$ cat src/design/listing_gap_tracker_core_assert.svh
// Assertion macros shared by the listing gap tracker modules.
`ifndef LISTING_GAP_TRACKER_CORE_ASSERT_SVH
`define LISTING_GAP_TRACKER_CORE_ASSERT_SVH

// Same-cycle implication, clocked on i_clk, off while i_rst_n is low.
`define LGT_ASSERT_IMPL(label, ante, cons, msg) \
    label: assert property (@(posedge i_clk) disable iff (!i_rst_n) (ante) |-> (cons)) \
        else $error(msg);

// Next-cycle implication, clocked on i_clk, off while i_rst_n is low.
`define LGT_ASSERT_NEXT(label, ante, cons, msg) \
    label: assert property (@(posedge i_clk) disable iff (!i_rst_n) (ante) |=> (cons)) \
        else $error(msg);

`endif

$ cat src/design/lgt_pkg.sv
// Shared types and constants of the listing gap tracker.
package lgt_pkg;

    typedef enum logic [1:0] {
        OP_START = 2'd0,
        OP_ENTRY = 2'd1,
        OP_TICK  = 2'd2,
        OP_STOP  = 2'd3
    } t_op;

    typedef enum logic [2:0] {
        ACT_NONE     = 3'd0,
        ACT_REQUEST  = 3'd1,
        ACT_COMPLETE = 3'd2,
        ACT_GAVE_UP  = 3'd3,
        ACT_ABORTED  = 3'd4
    } t_action;

    typedef enum logic {
        REG_QUIET_TICKS  = 1'b0,
        REG_MAX_ATTEMPTS = 1'b1
    } t_reg;

    localparam int          REG_AW       = 3;
    localparam int          REG_IDX_LSB  = 2;
    localparam logic [15:0] QUIET_RESET  = 16'd3000;
    localparam logic [3:0]  ATT_RESET    = 4'd4;
    localparam logic [15:0] QUIET_SAT    = 16'hFFFF;

    typedef struct packed {
        logic [15:0] quiet_ticks;
        logic [3:0]  max_attempts;
    } t_cfg;

    typedef struct packed {
        logic        start;
        logic [15:0] lo;
        logic [15:0] last;
    } t_scan_req;

    typedef struct packed {
        logic        done;
        logic        found;
        logic [15:0] gap;
    } t_scan_res;

endpackage

$ cat src/design/lgt_cfg.sv
// APB configuration registers: quiet tick limit and attempt limit.
module lgt_cfg (
    input  logic                      i_clk,
    input  logic                      i_rst_n,
    input  logic                      psel,
    input  logic                      penable,
    input  logic                      pwrite,
    input  logic [lgt_pkg::REG_AW-1:0] paddr,
    input  logic [31:0]               pwdata,
    output logic [31:0]               prdata,
    output logic                      pready,
    output lgt_pkg::t_cfg             o_cfg
);
    import lgt_pkg::*;

    logic [15:0] r_quiet_ticks;
    logic [3:0]  r_max_attempts;
    logic        wr;
    t_reg        idx;

    assign wr     = psel && penable && pwrite;
    assign idx    = t_reg'(paddr[REG_IDX_LSB]);
    assign pready = 1'b1;

    always_ff @(posedge i_clk) begin
        if (!i_rst_n) begin
            r_quiet_ticks  <= QUIET_RESET;
            r_max_attempts <= ATT_RESET;
        end else if (wr) begin
            unique case (idx)
                REG_QUIET_TICKS:  r_quiet_ticks  <= pwdata[15:0];
                REG_MAX_ATTEMPTS: r_max_attempts <= pwdata[3:0];
                default: ;
            endcase
        end
    end

    always_comb begin
        unique case (idx)
            REG_QUIET_TICKS:  prdata = {16'd0, r_quiet_ticks};
            REG_MAX_ATTEMPTS: prdata = {28'd0, r_max_attempts};
            default:          prdata = 32'd0;
        endcase
    end

    assign o_cfg.quiet_ticks  = r_quiet_ticks;
    assign o_cfg.max_attempts = r_max_attempts;

endmodule

$ cat config.mk
export PLATFORM = sky130hd
export DESIGN_NAME = lgt_cfg
export DESIGN_NICKNAME = d
export VERILOG_FILES = /design/src/design/listing_gap_tracker_core_assert.svh /design/src/design/lgt_pkg.sv /design/src/design/lgt_cfg.sv
export SDC_FILE = /design/constraint.sdc
export NUM_CORES = 1
export LEC_CHECK = 0
export ABC_CLOCK_PERIOD_IN_PS = 1490
export BUFFER_PORTS_ARGS = -buffer_cell sky130_fd_sc_hd__buf_2
export CELL_PAD_IN_SITES_DETAIL_PLACEMENT = 1
export CELL_PAD_IN_SITES_GLOBAL_PLACEMENT = 2
export CORE_MARGIN = 1.5
export CORE_UTILIZATION = 20
export CTS_BUF_LIST = sky130_fd_sc_hd__clkbuf_4
export DETAILED_ROUTE_END_ITERATION = 10
export PLACE_DENSITY = 0.77
export SLEW_MARGIN = 20
export SYNTH_ARGS = -nofsm -noshare
export SYNTH_HDL_FRONTEND = slang
export SYNTH_SLANG_ARGS = --single-unit
export TNS_END_PERCENT = 20
$ cat constraint.sdc
create_clock -name i_clk -period 1.49 [get_ports i_clk]
set_input_delay 0.298 -clock i_clk [delete_from_list [all_inputs] [get_ports i_clk]]
set_output_delay 0.298 -clock i_clk [all_outputs]
set_load 0.1 [all_outputs]
==> flow_metrics.tcl <==
set metrics [dict create \
    wl_per_cell_um 11.5 \
    mostFrequentLayoutCells "buf_2 (41), nand2_1 (22), mux2i_1 (20)" \
    ir_worst_vdd_v 0.000239 \
    placed_cell_area_sq_um 1790 \
    fin_crit_ps 1420 \
    rows 27 \
    use_met1_pct 11.6 \
    grt_max_degree 26 \
    pwr-share-clk_pct 18.2 \
    final_cells 252 \
    numCtsBuffers 3 \
    dp.cells 248 \
    final_nets 221 \
    grt.busiest_layer "met2" \
    drcViolationCount 0 \
    clk_latency_ps 290 \
    slew_viol_final 0 \
    met2_usage_pct 17.8 \
    min-delay-start "pwdata[6]" \
    p_sw_mw 0.658 \
    cts_resized 0 \
    ys_ff_latch 20 \
    drive_gt1_share_pct 56.7 \
    gr-usage-all-layers_pct 10.0 \
    min_path_type "input pin to flop" \
    hold_violations 0 \
    final_area_sq_um 1820 \
    ant_nets 0 \
    core_area_sq_um 5470 \
    layout_commonest_cell "buf_2" \
    syn-instance-count 124 \
    crit_chain "buf_2 > buf_4 > nor2b_4 > buf_12" \
    multi_input_area_sq_um 677 \
    synth.avg_cell_area_sq_um 9.13 \
    p_per_area_nw_per_um2 789 \
    worstPathMaxFanout 11 \
    finalSetupViolCount 0 \
    clock-sinks 20 \
    dr_total_vias 973 \
    diodes 0 \
    grt_pass1_vias 1028 \
    fin_skew_ps 0 \
    grt_pass1_wl_um 4790 \
    synth_cell_types 15 \
    rr_startpoint "r_quiet_ticks[5]" \
    netSwitchingFraction_pct 45.8 \
    finalCritPeriodShare_pct 95.5 \
    grt_overflow 0 \
    min_path_cells 3 \
    clockRootBuffer "clkbuf_4" \
    dr.pass1.iters 2 \
    clock_path_buffers 2 \
    start_kind "input pin" \
    post-cts-setup-buffer-count 0 \
    htreeDepth 1 \
    place_hpwl_um 2300 \
    endpoint_kind "output pin" \
    die_x_um 78.2 \
    holdWs_ps 223 \
    max_freq_mhz 703 \
    worst_path_max_delay_cell "buf_4" \
    regArea_sq_um 450 \
    whs_endpoint "r_quiet_ticks[6]" \
    cp.arrival_ps 1120 \
    outcome "complete, no violations" \
    avgViaCountPerCell 3.86 \
    seq_power_share_pct 37.8 \
    dieHeight_um 78.2 \
    routed_wl_um 2910 \
    worst_r2r_endpoint "r_quiet_ticks[5]" \
    rsz0062_at_grt "no" \
    synth_area_sq_um 1130 \
    antenna_found_initial 0 \
    gp_congestion 0.652 \
    yosysWarnings 0 \
    crit_required_ps 1190 \
    cts_tree "done" \
    io_buffers 57 \
    reg2reg_depth 2 \
    start_util_pct 20.7 \
    power.leakage_nw 0.815 \
    cap_viol_max_count 0 \
    top_level_ports 93 \
    syn2layout_area_growth_pct 60.7 \
    cts_hold_buf 0 \
    grtUsageMet3_pct 1.74 \
    comb_power_share_pct 44.0 \
    seq_area_frac_synth_pct 35.4 \
    slowest_delay_ps 330 \
    reg2reg_slack_ps 850 \
    die_area_sq_um 6120 \
    p_int_mw 0.777 \
    clk_pin_slew_worst_paths_ps 110 \
    fillers 652 \
    tns_ps 0 \
    setup.worst_path.class "input pin to output pin" \
    drtIter0Drc 13 \
]
==> power by group through the flow <==
stage	registers, mW	clock network (mW)	logic, mW
final	0.542	0.262	0.631
after CTS	0.543	0.291	0.635
after floorplan	0.640	0	0.446
after global routing	0.545	0.311	0.653
after global placement	0.554	0	0.631
after detailed placement	0.555	0	0.635
==> logic make-up after synthesis <==
kind of cell | synth area share, %
multiplexers | 21.7
AND/OR/NAND/NOR | 25.5
flip-flops | 35.4
other | 0.663
buffers and inverters | 16.8
==> cell type report <==
type                       count  share of cell area [%]
clock buffer                   3                    1.24
sequential                    20                    24.8
timing repair buffer          62                    31.6
multi-input combinational     94                    37.2
clock inverter                 1                   0.206
tap                           72                    4.95
==> registers in the layout, indices dropped and copies added (netlist names) <==
| signal | count |
|---|---|
| r_max_attempts | 4 |
| r_quiet_ticks | 16 |
==> worst max-delay path: cells and delay by family <==
kind | cells | cell delay, ps
simple gates | 1 | 80
buf+inv | 3 | 740
==> per-stage QoR <==
stage	power (mW)	setup WS, ps	utilization [%]
after floorplan	1.09	-60.0	-
after global placement	1.19	55.9	32.8
after detailed placement	1.19	53.1	32.8
after CTS	1.47	50.3	33.2
after global routing	1.51	2.92	33.2
final	1.43	67.5	33.2
==> synth_stat cells, drive strengths merged <==
cell type	count	share of area [%]
buf	21	15
clkbuf	4	1.3
and4	1	0.88
nand2	22	7.3
nand4	1	0.55
mux2	4	4.0
and4b	1	0.88
dfxtp	20	35
mux2i	20	18
nor2b	26	14
conb	2	0.66
and2b	2	1.5
==> metal layers <==
metal / vias up / share of wire [%]
li1: 476 / -
met1: 454 / 41
met2: 41 / 50
met3: 2 / 7.0
met4: 0 / 1.3
met5: - / 0
==> how the worst max path moves through the flow <==
stage	startpoint	end
floorplan	r_max_attempts[0]	prdata[0]
global placement	paddr[2]	prdata[14]
detailed placement	paddr[2]	prdata[5]
CTS	paddr[2]	prdata[5]
global route	paddr[2]	prdata[5]
finish	paddr[2]	prdata[5]
Power figures use the tool's default switching activity.
