**src/design/listing_gap_tracker_core_assert.svh**
```systemverilog
// Assertion macros shared by the listing gap tracker modules.
`ifndef LISTING_GAP_TRACKER_CORE_ASSERT_SVH
`define LISTING_GAP_TRACKER_CORE_ASSERT_SVH

// Same-cycle implication, clocked on i_clk, off while i_rst_n is low.
`define LGT_ASSERT_IMPL(label, ante, cons, msg) \
    label: assert property (@(posedge i_clk) disable iff (!i_rst_n) (ante) |-> (cons)) \
        else $error(msg);

// Next-cycle implication, clocked on i_clk, off while i_rst_n is low.
`define LGT_ASSERT_NEXT(label, ante, cons, msg) \
    label: assert property (@(posedge i_clk) disable iff (!i_rst_n) (ante) |=> (cons)) \
        else $error(msg);

`endif

```
**src/design/lgt_pkg.sv**
```systemverilog
// Shared types and constants of the listing gap tracker.
package lgt_pkg;

    typedef enum logic [1:0] {
        OP_START = 2'd0,
        OP_ENTRY = 2'd1,
        OP_TICK  = 2'd2,
        OP_STOP  = 2'd3
    } t_op;

    typedef enum logic [2:0] {
        ACT_NONE     = 3'd0,
        ACT_REQUEST  = 3'd1,
        ACT_COMPLETE = 3'd2,
        ACT_GAVE_UP  = 3'd3,
        ACT_ABORTED  = 3'd4
    } t_action;

    typedef enum logic {
        REG_QUIET_TICKS  = 1'b0,
        REG_MAX_ATTEMPTS = 1'b1
    } t_reg;

    localparam int          REG_AW       = 3;
    localparam int          REG_IDX_LSB  = 2;
    localparam logic [15:0] QUIET_RESET  = 16'd3000;
    localparam logic [3:0]  ATT_RESET    = 4'd4;
    localparam logic [15:0] QUIET_SAT    = 16'hFFFF;

    typedef struct packed {
        logic [15:0] quiet_ticks;
        logic [3:0]  max_attempts;
    } t_cfg;

    typedef struct packed {
        logic        start;
        logic [15:0] lo;
        logic [15:0] last;
    } t_scan_req;

    typedef struct packed {
        logic        done;
        logic        found;
        logic [15:0] gap;
    } t_scan_res;

endpackage

```
**src/design/lgt_gap_scan.sv**
```systemverilog
// Word-wise search of the presence map for the first missing id of a window.
module lgt_gap_scan #(
    parameter int ID_SPACE = 65536,
    parameter int WORD_W   = 64,
    parameter int DEPTH    = 1024,
    localparam int AW = (DEPTH > 1) ? $clog2(DEPTH) : 1
) (
    input  logic               i_clk,
    input  logic               i_rst_n,
    input  lgt_pkg::t_scan_req i_req,
    input  logic [WORD_W-1:0]  i_rd_data,
    output logic               o_rd_en,
    output logic [AW-1:0]      o_rd_addr,
    output lgt_pkg::t_scan_res o_res
);
    import lgt_pkg::*;

    localparam int              WSH       = $clog2(WORD_W);
    localparam logic [16:0]     ID_LIM    = 17'(ID_SPACE);
    localparam logic [AW-1:0]   LAST_WORD = AW'(DEPTH - 1);
    localparam logic [15:0]     LAST_W16  = 16'(DEPTH - 1);
    localparam logic [WSH-1:0]  TOP_BIT   = WSH'(WORD_W - 1);

    logic              r_issue, r_eval, r_done;
    logic              n_issue, n_eval, n_done;
    logic              r_found, n_found;
    logic [15:0]       r_gap, n_gap;
    logic [15:0]       r_lo, r_last;
    logic [AW-1:0]     r_addr, r_end, r_eval_addr;
    logic [AW-1:0]     n_addr, n_end, n_eval_addr;

    logic [15:0]       lo_w16, last_w16, ev_w16, req_lo_w16, req_last_w16;
    logic [WSH-1:0]    lo_bit, last_bit, first_idx;
    logic [WORD_W-1:0] m_lo, m_hi, miss;
    logic              req_lo_out;

    assign lo_w16       = r_lo >> WSH;
    assign last_w16     = r_last >> WSH;
    assign ev_w16       = 16'(r_eval_addr);
    assign lo_bit       = r_lo[WSH-1:0];
    assign last_bit     = r_last[WSH-1:0];
    assign req_lo_w16   = i_req.lo >> WSH;
    assign req_last_w16 = i_req.last >> WSH;
    assign req_lo_out   = {1'b0, i_req.lo} >= ID_LIM;

    always_comb begin
        m_lo = (ev_w16 == lo_w16) ? ({WORD_W{1'b1}} << lo_bit) : {WORD_W{1'b1}};
        m_hi = (ev_w16 == last_w16) ? ({WORD_W{1'b1}} >> (TOP_BIT - last_bit))
                                    : {WORD_W{1'b1}};
        miss = ~i_rd_data & m_lo & m_hi;
        first_idx = '0;
        for (int b = WORD_W - 1; b >= 0; b--) begin
            if (miss[b]) begin
                first_idx = WSH'(b);
            end
        end
    end

    always_comb begin
        n_issue     = r_issue;
        n_eval      = 1'b0;
        n_done      = 1'b0;
        n_found     = r_found;
        n_gap       = r_gap;
        n_addr      = r_addr;
        n_end       = r_end;
        n_eval_addr = r_eval_addr;
        if (i_req.start) begin
            if (req_lo_out) begin
                n_issue = 1'b0;
                n_done  = 1'b1;
                n_found = 1'b1;
                n_gap   = i_req.lo;
            end else begin
                n_issue = 1'b1;
                n_addr  = req_lo_w16[AW-1:0];
                n_end   = (req_last_w16 > LAST_W16) ? LAST_WORD : req_last_w16[AW-1:0];
            end
        end else begin
            if (r_issue) begin
                n_eval      = 1'b1;
                n_eval_addr = r_addr;
                if (r_addr == r_end) begin
                    n_issue = 1'b0;
                end else begin
                    n_addr = r_addr + AW'(1);
                end
            end
            if (r_eval) begin
                if (|miss) begin
                    n_issue = 1'b0;
                    n_eval  = 1'b0;
                    n_done  = 1'b1;
                    n_found = 1'b1;
                    n_gap   = (16'(r_eval_addr) << WSH) | 16'(first_idx);
                end else if (r_eval_addr == r_end) begin
                    n_done  = 1'b1;
                    n_found = {1'b0, r_last} >= ID_LIM;
                    n_gap   = 16'(ID_SPACE);
                end
            end
        end
    end

    always_ff @(posedge i_clk) begin
        if (!i_rst_n) begin
            r_issue <= 1'b0;
            r_eval  <= 1'b0;
            r_done  <= 1'b0;
        end else begin
            r_issue <= n_issue;
            r_eval  <= n_eval;
            r_done  <= n_done;
        end
    end

    always_ff @(posedge i_clk) begin
        r_found     <= n_found;
        r_gap       <= n_gap;
        r_addr      <= n_addr;
        r_end       <= n_end;
        r_eval_addr <= n_eval_addr;
        if (i_req.start) begin
            r_lo   <= i_req.lo;
            r_last <= i_req.last;
        end
    end

    assign o_rd_en     = r_issue;
    assign o_rd_addr   = r_addr;
    assign o_res.done  = r_done;
    assign o_res.found = r_found;
    assign o_res.gap   = r_gap;

`include "listing_gap_tracker_core_assert.svh"

    `LGT_ASSERT_IMPL(a_gap_in_window, r_done && r_found, r_gap >= r_lo, "gap below window")
    `LGT_ASSERT_NEXT(a_done_pulse, r_done, !r_done, "scan done held longer than a cycle")
    `LGT_ASSERT_IMPL(a_issue_range, r_issue, r_addr <= r_end, "scan address past end word")

endmodule

```
**config.mk**
```make
export PLATFORM = sky130hd
export DESIGN_NAME = lgt_gap_scan
export DESIGN_NICKNAME = d
export VERILOG_FILES = /design/src/design/lgt_pkg.sv /design/src/design/lgt_gap_scan.sv
export VERILOG_INCLUDE_DIRS = /design/src /design/src/design
export SDC_FILE = /design/constraint.sdc
export NUM_CORES = 1
export LEC_CHECK = 0
export BUFFER_PORTS_ARGS = -buffer_cell sky130_fd_sc_hd__buf_4
export CORE_ASPECT_RATIO = 0.7
export CORE_UTILIZATION = 42
export CTS_CLUSTER_DIAMETER = 30
export CTS_CLUSTER_SIZE = 12
export DETAILED_ROUTE_END_ITERATION = 16
export REMOVE_ABC_BUFFERS = 1
export SYNTH_ARGS = -nofsm -noshare
export SYNTH_HDL_FRONTEND = slang
export SYNTH_SLANG_ARGS = --single-unit
```
**constraint.sdc**
```tcl
create_clock -name i_clk -period 7.4 [get_ports i_clk]
set_input_delay 1.48 -clock i_clk [delete_from_list [all_inputs] [get_ports i_clk]]
set_output_delay 1.48 -clock i_clk [all_outputs]
set_load 0.01 [all_outputs]
```
==> results of run 1 <==
-- Yosys cell counts, drive strengths merged, types with 3 or more instances --
cell type / count
nand2b: 15
and2: 19
xnor2: 32
edfxtp: 79
o41ai: 5
nor2: 37
nor4b: 4
a21o: 10
inv: 13
a211o: 7
dfxtp: 3
nor3: 13
a221oi: 23
a221o: 22
nand2: 84
or3: 8
a2111oi: 4
a31oi: 8
a21oi: 25
clkbuf: 34
o21ai: 48
and4: 6
o21a: 4
and3: 7
a2111o: 3
a211oi: 9
nand4: 14
nor4: 16
nor2b: 7
xor2: 18
o21bai: 3
buf: 13
a41oi: 3
or2: 9
nand3: 20
-- kinds of logic (layout without fill, tap and decap cells) --
group / count (synthesis) / count (layout)
buf+inv: 61 / 162
fa+ha+maj: 1 / 1
xor+xnor: 50 / 50
compound gates: 193 / 193
flops: 82 / 82
mux: 1 / 1
simple gates: 265 / 265
-- worst max-delay path, cell delays in order (launching register included) --
cell	delay, ps
edfxtp_1	670
or3_1	660
a21oi_1	300
o2111ai_1	230
a22oi_1	450
nand3_1	320
nor4b_1	930
and3_1	400
nand2_2	210
o21a_1	510
and2_1	290
-- registers in the layout, summed over array words and instances, names as in the netlist --
| register | cells |
|---|---|
| r_done | 1 |
| r_found | 1 |
| r_eval_addr | 10 |
| r_lo | 16 |
| r_gap | 16 |
| r_last | 16 |
| o_rd_addr | 10 |
| r_eval | 1 |
| r_end | 10 |
| o_rd_en | 1 |
-- per-layer routing --
layer	global-route usage (%)	part of all wire, %	vias to the layer above
met5	0.3125	0.054	-
met4	8.178	2.0	2
met3	8.393	13	46
met2	42.86	38	442
met1	51.82	47	2933
li1	-	-	2693
-- area by class of cell --
cell class              count  area (um^2)
fillers                  1285         6641
repair buffers            132        991.0
flip-flops and latches     82         2432
clock buffers              12        236.5
clock inverters             4        28.78
multi-input cells         510         3343
well taps                 190        237.7
inverters                  14        52.55
-- power breakdown --
part | total, uW | internal (uW) | switching [uW]
clock network | 403 | 228 | 175
logic | 285 | 116 | 170
registers | 597 | 547 | 49.7
total | 1290 | 891 | 394
-- path summary, 6_finish.rpt --
kind,from,end,slack [ps]
min,r_eval,r_eval,420
min reg2reg,r_eval,r_eval,420
max,r_last[2],r_done,2310
max reg2reg,r_last[2],r_done,2310
-- per-stage QoR --
stage / std cells / hold slack, ps / total power, uW
floorplan: 606 / 395.0 / 735.2
global placement: 928 / 404.2 / 878.6
detailed placement: 928 / 407.5 / 879.1
CTS: 944 / 416.0 / 1282
global route: 944 / 429.4 / 1336
finish: 944 / 417.6 / 1285
==> flow_summary_export.csv, run 1 <==
group,metric,value,unit
logic_synthesis,async_reset_ff_share,0,%
worst_setup_path,end_kind,"flip-flop",
die,ioPinCount,128,
logic_synthesis,synth_edf_count,79,
die,die_y,102.3,um
clock_tree,cts-root-buf,"clkbuf_16",
sta,final-hold-violation-count,0,
layout,design_area,7322,um^2
clock_tree,clk_pin_slew,60,ps
layout,syn_to_final_growth,21.39,%
logic_synthesis,synthXorXnorAreaFrac,7.384,%
detailed_routing,drtIter0Drc,832,
grt,grt_pass1_vias,5703,
sta,fmax,196.5,MHz
die,initial_core_util,43.20,%
worst_setup_path,cp_max_fo,18,
clock_tree,cts_tree,"done",
detailed_routing,drc,0,
min_path,hold_path.class,"flip-flop to flip-flop",
worst_setup_path,cp_data_required_time,7630,ps
layout,final_nets,849,
logic_synthesis,yosys.area.top_type,"edfxtp_1",
power_and_ir_drop,ir_drop,0.0001133,V
logic_synthesis,yosys_warnings,0,
grt,grt_max_degree,65,
logic_synthesis,muxShareOfSynthArea,0.1867,%
sta,relSlewSlack,18.50,%
worst_setup_path,startpoint_type,"flip-flop",
logic_synthesis,synth.avg_cell_area,9.237,um^2
logic_synthesis,ys_seq_area_share,40.32,%
logic_synthesis,syn_area,6032,um^2
clock_tree,cts_made_buffers,9,
logic_synthesis,synth_top_family_by_area,"simple AND/OR/NAND/NOR gates",
min_path,min_path_cells,1,
grt,antenna_found_initial,1,
logic_synthesis,ys_types,69,
flow_run,maxCapViolCount,0,
power_and_ir_drop,power_leakage,0.002721,uW
place,gp_congestion,1.031,
worst_setup_path,critPathKind,"flip-flop to flip-flop",
place,placedInstanceArea,7057,um^2
place,dp_hpwl,19.07,mm
detailed_routing,antenna_left,0,
sta,fin_setup_tns,0,ps
layout,post-route-util,52.44,%
clock_tree,cts_repair_resize_count,0,
clock_tree,clock_latency,340,ps
clock_tree,h-tree-depth,3,
die,fp.coreArea,13960,um^2
logic_synthesis,synth_seq_cells,82,
sta,min_period,5089,ps
detailed_routing,dr.pass1.iters,7,
layout,diodes,0,
sta,rsz0062_at_grt,"no",
logic_synthesis,synth_area_leaders,"edfxtp_1 39%, nand2_1 5.2%, xnor2_1 4.5%",
place,post-place-ws,2630,ps
clock_tree,cts-hold-fix-buffers,0,
sta,worst_pin_slew,1220,ps
layout,drive_gt1_share,23.08,%
logic_synthesis,synth_cells,653,
clock_tree,clock_sinks,82,
power_and_ir_drop,power_density,175.5,nW/um^2
sta,fin_worst_skew,10.62,ps
detailed_routing,vias_per_cell,6.479,
sta,fin_crit_sh,68.78,%
layout,final_cell_mix,"132 x buf_4, 83 x nand2_1, 79 x edfxtp_1",
place,portBuffers,127,
grt,grt_overflow,0,
logic_synthesis,synth_fa_ha_area_share,0.2074,%
worst_setup_path,ff2ff_path_depth,10,
die,die_x,145.2,um
detailed_routing,drt-total-wl,24.14,mm
sta,drv_slew,0,
status,status,"complete, no violations",
clock_tree,post-cts-setup-buffers,0,
layout,final_common_cell,"buf_4",
worst_setup_path,cp.arrival,5320,ps
logic_synthesis,synthDominantCellAreaShare,39.33,%
clock_tree,clk_path_buf_depth,2,
logic_synthesis,synth_compound_area_share,23.34,%
sta,fin_ws,2311,ps
logic_synthesis,synth_simple_gate_area_share,24.23,%
grt,grt_pass1_wl,35.41,mm
grt,track_usage,32.78,%
detailed_routing,vias,6116,
detailed_routing,wl_per_cell,25.57,um
die,rows,36,
sta,setup_violations,0,
logic_synthesis,synth_flop_cell,"edfxtp_1",
die,die_area,14850,um^2
No activity file was read; power rests on OpenSTA's default activity.
==> run 2: changes to the inputs <==
Settings changed: PLACE_DENSITY set to 0.67.
Clock period 7.4 ns to 4.65 ns, I/O delays scaled along.
==> run 2 against run 1 <==
  * Fmax increased by 23%
  * Core utilization increased by 0.99 points
  * Power increased by 65%
  * Critical endpoint is now r_gap[14]
  * Highest routed layer is now met4
==> flow_summary_export.csv, run 2 (synthesis gave the netlist of run 1 again) <==
group,metric,value,unit
status,status,"complete, no violations",
clock_tree,clk_path_buf_depth,2,
min_path,hold_path.class,"flip-flop to flip-flop",
die,ioPinCount,128,
power_and_ir_drop,clockPowerShare,33.6,%
clock_tree,clock_sinks,82,
sta,fmax,240.8,MHz
clock_tree,cts-hold-fix-buffers,0,
worst_setup_path,cp_slowest_stage_delay,800,ps
place,placedInstanceArea,7162,um^2
layout,final_common_cell,"buf_4",
sta,setup_violations,0,
detailed_routing,drc,0,
worst_setup_path,cp_data_required_time,4740,ps
clock_tree,cts_made_buffers,9,
detailed_routing,dr.pass1.iters,5,
place,gp_congestion,1.014,
worst_setup_path,slowest_stage,"o41ai_1",
sta,holdWs,440.3,ps
detailed_routing,wl_per_cell,24.84,um
layout,final_cell_mix,"146 x buf_4, 83 x nand2_1, 79 x edfxtp_1",
worst_setup_path,startpoint_type,"flip-flop",
die,fp.coreArea,13960,um^2
layout,final_nets,863,
sta,min_period,4153,ps
clock_tree,h-tree-depth,3,
layout,reg_top3,"r_gap: 16 flops, r_last: 16 flops, r_lo: 16 flops",
layout,design_area,7461,um^2
power_and_ir_drop,combPwrFrac,21.4,%
clock_tree,cts_repair_resize_count,0,
power_and_ir_drop,ir_drop,0.0001974,V
sta,worst_pin_slew,1158,ps
worst_setup_path,critPathKind,"flip-flop to flip-flop",
layout,diodes,0,
detailed_routing,vias_per_cell,6.385,
grt,grt_max_degree,65,
layout,syn_to_final_growth,23.69,%
grt,antenna_found_initial,0,
grt,grt_pass1_vias,5504,
grt,grt_pass1_wl,34.56,mm
die,die_x,145.2,um
power_and_ir_drop,intPower,1479,uW
clock_tree,cts-root-buf,"clkbuf_16",
sta,drv_slew,0,
clock_tree,cts_tree,"done",
grt,track_usage,31.90,%
worst_setup_path,cp_cell_sequence,"xnor2_1, nand4_2, o41ai_1, o22ai_1, or4b_4, nor4_2, nor4b_4, nand2_2, o21a_1, buf_4",
power_and_ir_drop,power_leakage,0.002818,uW
clock_tree,post-cts-setup-buffers,0,
power_and_ir_drop,sw_frac_of_total,30.20,%
power_and_ir_drop,seqPwrFrac,45.0,%
sta,fin_setup_tns,0,ps
place,portBuffers,127,
flow_run,maxCapViolCount,0,
detailed_routing,vias,6117,
worst_setup_path,rrSetupSlack,500,ps
sta,fin_worst_skew,10.09,ps
worst_setup_path,cp_max_fo,12,
sta,fin_crit_sh,89.31,%
sta,relSlewSlack,22.64,%
clock_tree,clk_pin_slew,60,ps
sta,final-hold-violation-count,0,
detailed_routing,drtIter0Drc,778,
die,initial_core_util,43.20,%
detailed_routing,antenna_left,0,
die,rows,36,
die,die_area,14850,um^2
worst_setup_path,cp.arrival,4240,ps
power_and_ir_drop,switchingPower,639.8,uW
sta,rsz0062_at_grt,"no",
worst_setup_path,end_kind,"flip-flop",
grt,grt_overflow,0,
power_and_ir_drop,power_density,284.0,nW/um^2
detailed_routing,drt-total-wl,23.80,mm
clock_tree,clock_latency,330,ps
die,die_y,102.3,um
place,dp_hpwl,18.87,mm
layout,drive_gt1_share,24.74,%
run 2: metal layers:
| metal | share of wire, % | up-vias | GRT usage (%) |
|---|---|---|---|
| met5 | 0 | - | 0 |
| met4 | 1.6 | 0 | 5.992 |
| met1 | 46 | 2927 | 48.05 |
| li1 | - | 2717 | - |
| met3 | 14 | 38 | 10.80 |
| met2 | 39 | 435 | 43.64 |
run 2: through the flow:
step / util, % / total power (uW) / worst slack (ps) / std cells
2_1_floorplan: - / 1170 / 175.2 / 606
3_3_place_gp: 51.29 / 1397 / 658.4 / 942
3_5_place_dp: 51.29 / 1400 / 666.9 / 942
4_1_cts: 53.43 / 2113 / 600.0 / 958
5_1_grt: 53.43 / 2195 / 313.6 / 958
6_report: 53.43 / 2119 / 496.9 / 958
run 2: final timing paths:
path	startpoint	to	cells after the start
max	r_eval_addr[3]	r_gap[14]	10
min	r_eval	r_eval	1
max reg2reg	r_eval_addr[3]	r_gap[14]	10
min reg2reg	r_eval	r_eval	1
run 2: power groups by stage:
stage | combinational [uW] | clock (uW) | sequential (uW)
after global routing | 481 | 755 | 958
after global placement | 433 | 0 | 964
after detailed placement | 435 | 0 | 965
after floorplan | 226 | 0 | 944
final | 453 | 712 | 953
after CTS | 439 | 724 | 950
run 2: cell type report:
type	instances	area (um^2)
fill	1313	6502
multi-input combinational	510	3343
sequential	82	2432
timing repair buffer	146	1096
tap	190	237.7
clock buffer	9	225.2
clock inverter	7	73.82
inverter	14	52.55
run 2: worst max-delay path, delay by kind of cell, from the launching register on:
kind | cells | cell delay [ps]
flip-flops | 1 | 460
AO/OA/AOI/OAI | 3 | 1310
buffers and inverters | 1 | 180
XOR/XNOR | 1 | 320
AND/OR/NAND/NOR | 5 | 1630
